File: src/rtl/core/bblfu_pkg.sv
`default_nettype none
package bblfu_pkg;
   localparam int LAYER_COUNT  = 64;
   localparam int EXPERT_COUNT = 256;
   localparam int SLOT_COUNT   = 16;
   localparam logic [2:0] ST_HIT      = 3'd0;
   localparam logic [2:0] ST_LOADED   = 3'd1;
   localparam logic [2:0] ST_LOADFAIL = 3'd2;
   localparam logic [2:0] ST_ZERO     = 3'd3;
   localparam logic [2:0] ST_OVER     = 3'd4;
   localparam logic [31:0] SAT32 = 32'hFFFF_FFFF;
   localparam logic [31:0] BUDGET_RESET = 32'd1073741824;

   typedef struct packed {
      logic clr_step;
      logic hist_wr;
      logic lookup_start;
      logic lookup_step;
      logic apply_hit;
      logic scan_start;
      logic scan_step;
      logic evict;
      logic insert;
      logic miss;
   } cmd_type;

   typedef struct packed {
      logic clr_done;
      logic lookup_done;
      logic hit;
      logic scan_done;
      logic any_valid;
      logic over;
      logic full;
      logic [2:0] reject;
   } sts_type;
endpackage
`default_nettype wire

File: src/rtl/core/bblfu_ctrl.sv
`default_nettype none
module bblfu_ctrl (
   input  wire logic            clock,
   input  wire logic            reset,
   input  wire logic            req_tvalid,
   output logic                 req_tready,
   output logic                 rsp_tvalid,
   input  wire logic            rsp_tready,
   output bblfu_pkg::cmd_type   cmd,
   input  wire bblfu_pkg::sts_type sts,
   output logic [2:0]           status
);
   import bblfu_pkg::*;
   localparam logic [3:0] S_CLEAR = 4'd0, S_IDLE = 4'd1, S_HRD = 4'd2, S_HWR = 4'd3,
      S_LOOK = 4'd4, S_DEC = 4'd5, S_SCAN = 4'd6, S_FIT = 4'd7, S_INS = 4'd8,
      S_OUT = 4'd9;
   logic [3:0] state_ff, state_in;
   logic       lastfull_ff, lastfull_in;
   logic [2:0] status_ff, status_in;
   assign status = status_ff;
   assign req_tready = (state_ff == S_IDLE);
   assign rsp_tvalid = (state_ff == S_OUT);
   always_comb begin
      state_in = state_ff;
      lastfull_in = lastfull_ff;
      status_in = status_ff;
      cmd = '0;
      unique case (state_ff)
         S_CLEAR: begin
            cmd.clr_step = 1'b1;
            if (sts.clr_done) state_in = S_IDLE;
         end
         S_IDLE: begin
            if (req_tvalid) state_in = S_HRD;
         end
         S_HRD: begin
            state_in = S_HWR;
         end
         S_HWR: begin
            cmd.hist_wr = 1'b1;
            cmd.lookup_start = 1'b1;
            state_in = S_LOOK;
         end
         S_LOOK: begin
            cmd.lookup_step = 1'b1;
            if (sts.lookup_done) state_in = S_DEC;
         end
         S_DEC: begin
            if (sts.hit) begin
               cmd.apply_hit = 1'b1;
               status_in = ST_HIT;
               state_in = S_OUT;
            end else begin
               cmd.miss = 1'b1;
               if (sts.reject != ST_LOADED) begin
                  status_in = sts.reject;
                  state_in = S_OUT;
               end else begin
                  status_in = ST_LOADED;
                  state_in = S_FIT;
               end
            end
         end
         S_FIT: begin
            if (sts.over && sts.any_valid) begin
               lastfull_in = 1'b0;
               cmd.scan_start = 1'b1;
               state_in = S_SCAN;
            end else if (sts.full) begin
               lastfull_in = 1'b1;
               cmd.scan_start = 1'b1;
               state_in = S_SCAN;
            end else begin
               state_in = S_INS;
            end
         end
         S_SCAN: begin
            cmd.scan_step = 1'b1;
            if (sts.scan_done) begin
               cmd.evict = 1'b1;
               state_in = lastfull_ff ? S_INS : S_FIT;
            end
         end
         S_INS: begin
            cmd.insert = 1'b1;
            state_in = S_OUT;
         end
         S_OUT: begin
            if (rsp_tready) state_in = S_IDLE;
         end
         default: state_in = S_IDLE;
      endcase
   end
   always_ff @(posedge clock) begin
      if (reset) begin
         state_ff <= S_CLEAR;
         lastfull_ff <= 1'b0;
         status_ff <= ST_HIT;
      end else begin
         state_ff <= state_in;
         lastfull_ff <= lastfull_in;
         status_ff <= status_in;
      end
   end
endmodule
`default_nettype wire

File: config.mk
export PLATFORM = sky130hd
export DESIGN_NAME = bblfu_ctrl
export DESIGN_NICKNAME = d
export VERILOG_FILES = /design/src/rtl/core/bblfu_pkg.sv /design/src/rtl/core/bblfu_ctrl.sv
export SDC_FILE = /design/constraint.sdc
export NUM_CORES = 1
export LEC_CHECK = 0
export BUFFER_PORTS_ARGS = -buffer_cell sky130_fd_sc_hd__buf_2
export CAP_MARGIN = 10
export CELL_PAD_IN_SITES_DETAIL_PLACEMENT = 1
export CELL_PAD_IN_SITES_GLOBAL_PLACEMENT = 1
export CORE_MARGIN = 5
export CORE_UTILIZATION = 33
export CTS_BUF_LIST = sky130_fd_sc_hd__clkbuf_16
export DETAILED_ROUTE_END_ITERATION = 12
export GPL_TIMING_DRIVEN = 0
export PLACE_DENSITY_LB_ADDON = 0.1
export SLEW_MARGIN = 0
export SYNTH_ARGS = -nofsm -noshare
export SYNTH_HDL_FRONTEND = slang
export SYNTH_SLANG_ARGS = --single-unit
File: constraint.sdc
create_clock -name clock -period 3.81 [get_ports clock]
set_clock_uncertainty 0.15 [all_clocks]
set_input_delay 0 -clock clock [delete_from_list [all_inputs] [get_ports clock]]
set_output_delay 0 -clock clock [all_outputs]
set_load 0.05 [all_outputs]
==> run summary, run 1 <==
min Tclk post-route - 1.97 ns
layout cells sized above 1 - 0.432
RR Startpoint - state_ff[2]$_SDFFE_PP0P_
PnR Total Power - 0.307 mW
post-synth cell types - 38
Arrival @ worst endpoint - 1.99 ns
GPL Wtd Cong - 0.752
CP startpoint - state_ff[2]$_SDFFE_PP0P_
Net Sw Frac - 0.218
register area share after synthesis - 0.258
vias per cell - 5.02
met1 Resource Use GR - 0.181
nets - 127
Final setup viols - 0
leakage power - 0.428 nW
Worst setup SP type - register
CP peak stage delay - 0.57 ns
crit-path cells - buf_4 -> nand2_4 -> nor3_4 -> nor2_1 -> a311oi_1 -> dlygate4sd3_1
post-CTS sizing - 0
setup ws final - 1.84 ns
I/O pins - 29
GRT met2 Usage - 0.239
Max-cap violations - 0
CTS HTree Levels - 1
WL/cell - 14.1 microns
GRT Max-Usage Layer - met2
largest net degree at the start of global routing - 11
fin crit share - 0.517
status - completed
TritonCTS buffer count - 3
initial antenna violation count - 0
total negative slack - 0 ns
CP max FO - 10
critical path class - register to register
Seq pwr share - 0.281
Cells after DPL - 126
GRT Total Usage - 0.148
internal power - 0.240 mW
number of flops mapped to enable cells by yosys - 0
clock transition at the registers of the reported paths - 0.04 ns
Root Driver - clkbuf_16
ANT nets after route - 0
Yosys top cell area share - 0.258
final wirelength - 1920 microns
pwr dens - 330 nW/um^2
CTS tree - done
Synth Register Bits - 8
Syn Nets - 88
max_slew headroom - 0.739
first-pass GRT wire length - 3090 microns
full die area - 2850 sq um
Post-Place Setup Slack - 2.21 ns
I/O Buffers - 27
fillers - 234
clock share of power - 0.562
CP endpoint kind - register
core footprint - 1760 sq um
flop2flop setup slack - 1.84 ns
R2R Path End - lastfull_ff$_SDFFE_PP0P_
diode count - 0
Synth area leader - dfxtp_1
RSZ-0062 raised after global routing - no
Final Slew Violations - 0
DRC - 0
Vias - 683
Mapped Area - 621 sq um
Post-synth ARST share - 0
Sw Pwr - 0.0669 mW
GR Util met3 - 0.0620
area of the multi-input gates - 404 sq um
Hold Crit Class - primary input to register
post-CTS setup buffer count - 0
die width - 53.4 microns
die height - 53.4 microns
top cells by area, synth - dfxtp_1, nor2_1, a21oi_1
DRT Pass-1 Iters - 2
measured slew at the worst slew-check pin - 0.392 ns
Reg area - 160 sq um
Logic pwr share - 0.158
Clock Sinks - 8
final hold slack - 0.0291 ns
starting density of the core - 0.352
Site Rows - 15
top_reg_cell synth - dfxtp_1
crit path max-delay cell type - dlygate4sd3_1
worst-case reg-to-reg path depth - 6
Initial DRC Count - 4
Clk Latency, worst-skew pair - 0.23 ns
fin cells - 136
Area growth syn-to-layout - 50.2%
fmax - 508 MHz
Bufs on Longest Clock Path - 2
number of global-route vias before repair - 721
synth warn - 0
GR Overflow Total - 0
Critical Path RT - 3.83 ns
Post-DP HPWL - 1420 microns
Syn Inst Count - 74
crit path capture - lastfull_ff$_SDFFE_PP0P_
peak supply drop - 0.000437 V
Avg Inst Size Synth - 8.39 sq um
final hold vios - 0
per-layer routing:
metal / vias to the layer above / share of wire
li1: 342 / -
met1: 320 / 0.43
met2: 19 / 0.50
met3: 2 / 0.069
met4: 0 / 0.0052
met5: - / 0
cell usage in the layout (no fill, tap or decap), drive strengths merged:
master | synthesis | final
a221oi | 1 | 1
dfxtp | 8 | 8
a21o | 1 | 1
inv | 2 | 2
nor3 | 5 | 5
nand2 | 4 | 4
nand3 | 1 | 1
or3b | 1 | 1
o22ai | 1 | 1
buf | 6 | 33
o21ai | 2 | 2
nor2 | 13 | 13
nand2b | 2 | 2
nor3b | 4 | 4
a31oi | 1 | 1
or4b | 1 | 1
a21oi | 7 | 7
dlygate4sd3 | 0 | 7
xnor2 | 1 | 1
and4bb | 1 | 1
a311oi | 1 | 1
mux2i | 1 | 1
and2 | 2 | 2
and3 | 1 | 1
nand4b | 1 | 1
nand4bb | 1 | 1
o2bb2ai | 2 | 2
clkbuf | 1 | 4
o221a | 1 | 1
nor4 | 1 | 1
flip-flops by register name (all words and copies together), names as in the netlist:
register     flops
status           3
state_ff         4
lastfull_ff      1
timing repair:
action	in CTS	in global routing
setup endpoints to repair	0	0
hold buffers	7	0
endpoints found under the hold margin	6	0
cells by family (layout without fill, tap and decap cells):
family	after synthesis	in the layout	synth area share
buf+inv	9	46	0.0907
mux	1	1	0.0161
compound gates	17	17	0.212
simple gates	38	38	0.409
xor+xnor	1	1	0.0141
flops	8	8	0.258
cell usage after synthesis (all sizes together), types with 2 or more instances:
| library cell | instances |
|---|---|
| buf | 6 |
| nor3 | 5 |
| nor2 | 13 |
| o21ai | 2 |
| dfxtp | 8 |
| nand2 | 4 |
| nor3b | 4 |
| nand2b | 2 |
| and2 | 2 |
| o2bb2ai | 2 |
| inv | 2 |
| a21oi | 7 |
power by group through the flow:
| stage | logic [mW] | registers [mW] | clock network, mW |
|---|---|---|---|
| CTS | 0.0487 | 0.0862 | 0.176 |
| finish | 0.0484 | 0.0862 | 0.173 |
| global placement | 0.0426 | 0.0874 | 0 |
| detailed placement | 0.0431 | 0.0875 | 0 |
| floorplan | 0.0298 | 0.0873 | 0 |
| global route | 0.0529 | 0.0863 | 0.181 |
area by class of cell:
class	count	share of cell area
sequential	8	0.172
tap	25	0.0336
multi-input combinational	57	0.434
inverter	2	0.00805
timing repair buffer	34	0.220
buffer	7	0.0523
clock buffer	3	0.0805
stage by stage:
stage                     instance area [sq um]  utilization
after global placement                      787        0.446
after detailed placement                    787        0.446
after global routing                        932        0.528
after CTS                                   932        0.528
final                                       932        0.528
after floorplan                             621            -
how the worst min path moves through the flow:
| stage | start | to | cells past startpoint |
|---|---|---|---|
| floorplan | sts[5] | lastfull_ff$_SDFFE_PP0P_ | 1 |
| global placement | sts[5] | lastfull_ff$_SDFFE_PP0P_ | 2 |
| detailed placement | sts[5] | lastfull_ff$_SDFFE_PP0P_ | 2 |
| CTS | sts[7] | status[1]$_SDFFE_PP0P_ | 4 |
| global route | sts[7] | status[1]$_SDFFE_PP0P_ | 4 |
| finish | sts[7] | status[1]$_SDFFE_PP0P_ | 4 |
worst max-delay path: cells and delay by family (launching register included):
family / cells / cell delay, ns
AND/OR/NAND/NOR: 3 / 0.34
flip-flops: 1 / 0.39
AO/OA/AOI/OAI: 1 / 0.24
buffers and inverters: 2 / 0.78
(Power assumes the default switching activity.)
==> run 2, diff against run 1 <==
--- a/config.mk
+++ b/config.mk
@@ -10,7 +10,7 @@
 export CELL_PAD_IN_SITES_DETAIL_PLACEMENT = 1
 export CELL_PAD_IN_SITES_GLOBAL_PLACEMENT = 1
 export CORE_MARGIN = 5
-export CORE_UTILIZATION = 33
+export CORE_UTILIZATION = 28
 export CTS_BUF_LIST = sky130_fd_sc_hd__clkbuf_16
 export DETAILED_ROUTE_END_ITERATION = 12
 export GPL_TIMING_DRIVEN = 0
==> constraint.sdc (replaced) <==
create_clock -name clock -period 1.8 [get_ports clock]
set_clock_uncertainty 0.15 [all_clocks]
set_input_delay 0 -clock clock [delete_from_list [all_inputs] [get_ports clock]]
set_output_delay 0 -clock clock [all_outputs]
set_load 0.05 [all_outputs]
==> run 2 against run 1 <==
- clock-buffer cell count unchanged
- final cell count increased by 0.74%
- sequential cell count unchanged
- critical endpoint is now cmd[1]
- largest power group unchanged
- clock power increased by 120%
- global-route usage decreased by 2.3 points
- die area increased by 14%
- register-to-register slack got worse by 1.6 ns
- the flow now finishes with violations (hold timing)
==> run summary, run 2 (same netlist as run 1, synthesis figures left out) <==
Clk Latency, worst-skew pair - 0.23 ns
I/O pins - 29
post-CTS setup buffer count - 0
GRT Total Usage - 0.124
status - complete, but fails checks
DRT Pass-1 Iters - 3
flop2flop setup slack - 0.26 ns
final hold vios - 3
die width - 57.1 microns
fillers - 277
R2R Path End - state_ff[1]$_SDFFE_PP0P_
diode count - 0
max_slew headroom - 0.726
Clock Sinks - 8
Initial DRC Count - 6
Arrival @ worst endpoint - 1.49 ns
CP endpoint kind - output port
Final setup viols - 0
failing checks - hold timing
RR Startpoint - state_ff[0]$_SDFFE_PP0P_
fmax - 610 MHz
GPL Wtd Cong - 0.703
Post-DP HPWL - 1460 microns
min Tclk post-route - 1.64 ns
I/O Buffers - 27
Site Rows - 17
die height - 57.1 microns
nets - 125
final wirelength - 1880 microns
clock transition at the registers of the reported paths - 0.04 ns
CTS Hold Bufs - 5
number of global-route vias before repair - 684
Root Driver - clkbuf_16
TritonCTS buffer count - 3
leakage power - 0.421 nW
critical path class - register to output port
most frequent cells in the layout - buf_2, nor2_1, dfxtp_1
Area growth syn-to-layout - 49.2%
fin crit share - 0.910
total negative slack - 0 ns
peak supply drop - 0.000615 V
final core occ - 0.427
Bufs on Longest Clock Path - 2
number of flip-flops in the largest register - 4
Worst setup SP type - register
final hold slack - -0.00896 ns
commonest non-fill, non-tap cell in the layout - buf_2
fin area - 926 sq um
RSZ-0062 raised after global routing - no
vias per cell - 4.85
PnR Total Power - 0.658 mW
layout cells sized above 1 - 0.459
full die area - 3260 sq um
Placement Cell Area - 801 sq um
starting density of the core - 0.286
Max-cap violations - 0
Hold Crit Depth - 2
DRC - 0
Min-Delay Endpoint - status[1]$_SDFFE_PP0P_
Hold Crit Class - primary input to register
Worst Hold Launch - reset
WL/cell - 13.7 microns
post-CTS sizing - 0
worst-case reg-to-reg path depth - 5
initial antenna violation count - 0
first-pass GRT wire length - 3130 microns
Final Slew Violations - 0
ANT nets after route - 0
core footprint - 2170 sq um
pwr dens - 711 nW/um^2
largest net degree at the start of global routing - 11
Critical Path RT - 1.65 ns
measured slew at the worst slew-check pin - 0.411 ns
Largest Register - state_ff
CTS tree - done
Vias - 665
CTS HTree Levels - 1
GR Overflow Total - 0
CP max FO - 10
==> run 2: cell count changes in the layout (fill, tap and decap cells not counted) <==
cell,previous run,this run
nor3b_1,4,3
nor3_1,4,3
nor3_2,0,1
dlygate4sd3_1,7,5
nor3b_2,0,1
==> run 2: per-stage QoR <==
stage               std cells  setup slack, ns
floorplan                  74           0.0165
global placement          129            0.267
detailed placement        129            0.276
CTS                       137            0.149
global route              137           0.0695
finish                    137            0.161
==> run 2: worst max-delay path by stage <==
stage,start,endpoint,slack (ns),cells after the start
after floorplan,state_ff[3]$_SDFFE_PP0P_,req_tready,0.02,3
after global placement,state_ff[0]$_SDFFE_PP0P_,state_ff[1]$_SDFFE_PP0P_,0.27,5
after detailed placement,state_ff[0]$_SDFFE_PP0P_,state_ff[1]$_SDFFE_PP0P_,0.28,5
after CTS,state_ff[3]$_SDFFE_PP0P_,cmd[1],0.15,4
after global routing,state_ff[1]$_SDFFE_PP0P_,cmd[5],0.07,5
final,state_ff[3]$_SDFFE_PP0P_,cmd[1],0.16,4
==> run 2: where the power goes <==
part / internal (mW) / switching (mW) / total (mW)
registers: 0.181 / 0.00139 / 0.182
logic: 0.0406 / 0.0614 / 0.102
clock network: 0.286 / 0.0873 / 0.374
total: 0.508 / 0.150 / 0.658
==> run 2: final cells by class <==
type | count | area, sq um | area share
Tap cell | 28 | 35.0 | 0.0378
Inverter | 2 | 7.51 | 0.00811
Buffer | 7 | 48.8 | 0.0527
Timing Repair Buffer | 32 | 185 | 0.200
Clock buffer | 3 | 75.1 | 0.0811
Multi-Input combinational cell | 57 | 414 | 0.447
Sequential cell | 8 | 160 | 0.173
==> run 2: routing by layer <==
| layer | GRT usage | wire, microns | vias to the layer above |
|---|---|---|---|
| met5 | 0 | 0 | - |
| met4 | 0.0695 | 34 | 0 |
| met3 | 0.0294 | 73 | 4 |
| met2 | 0.202 | 903 | 15 |
| met1 | 0.150 | 869 | 305 |
| li1 | - | - | 341 |
==> run 2: critical path: stages (launching register included) <==
cell and delay, ns:
dfxtp_1 0.33, buf_6 0.14, or3b_4 0.41, nor2_4 0.10, buf_2 0.27
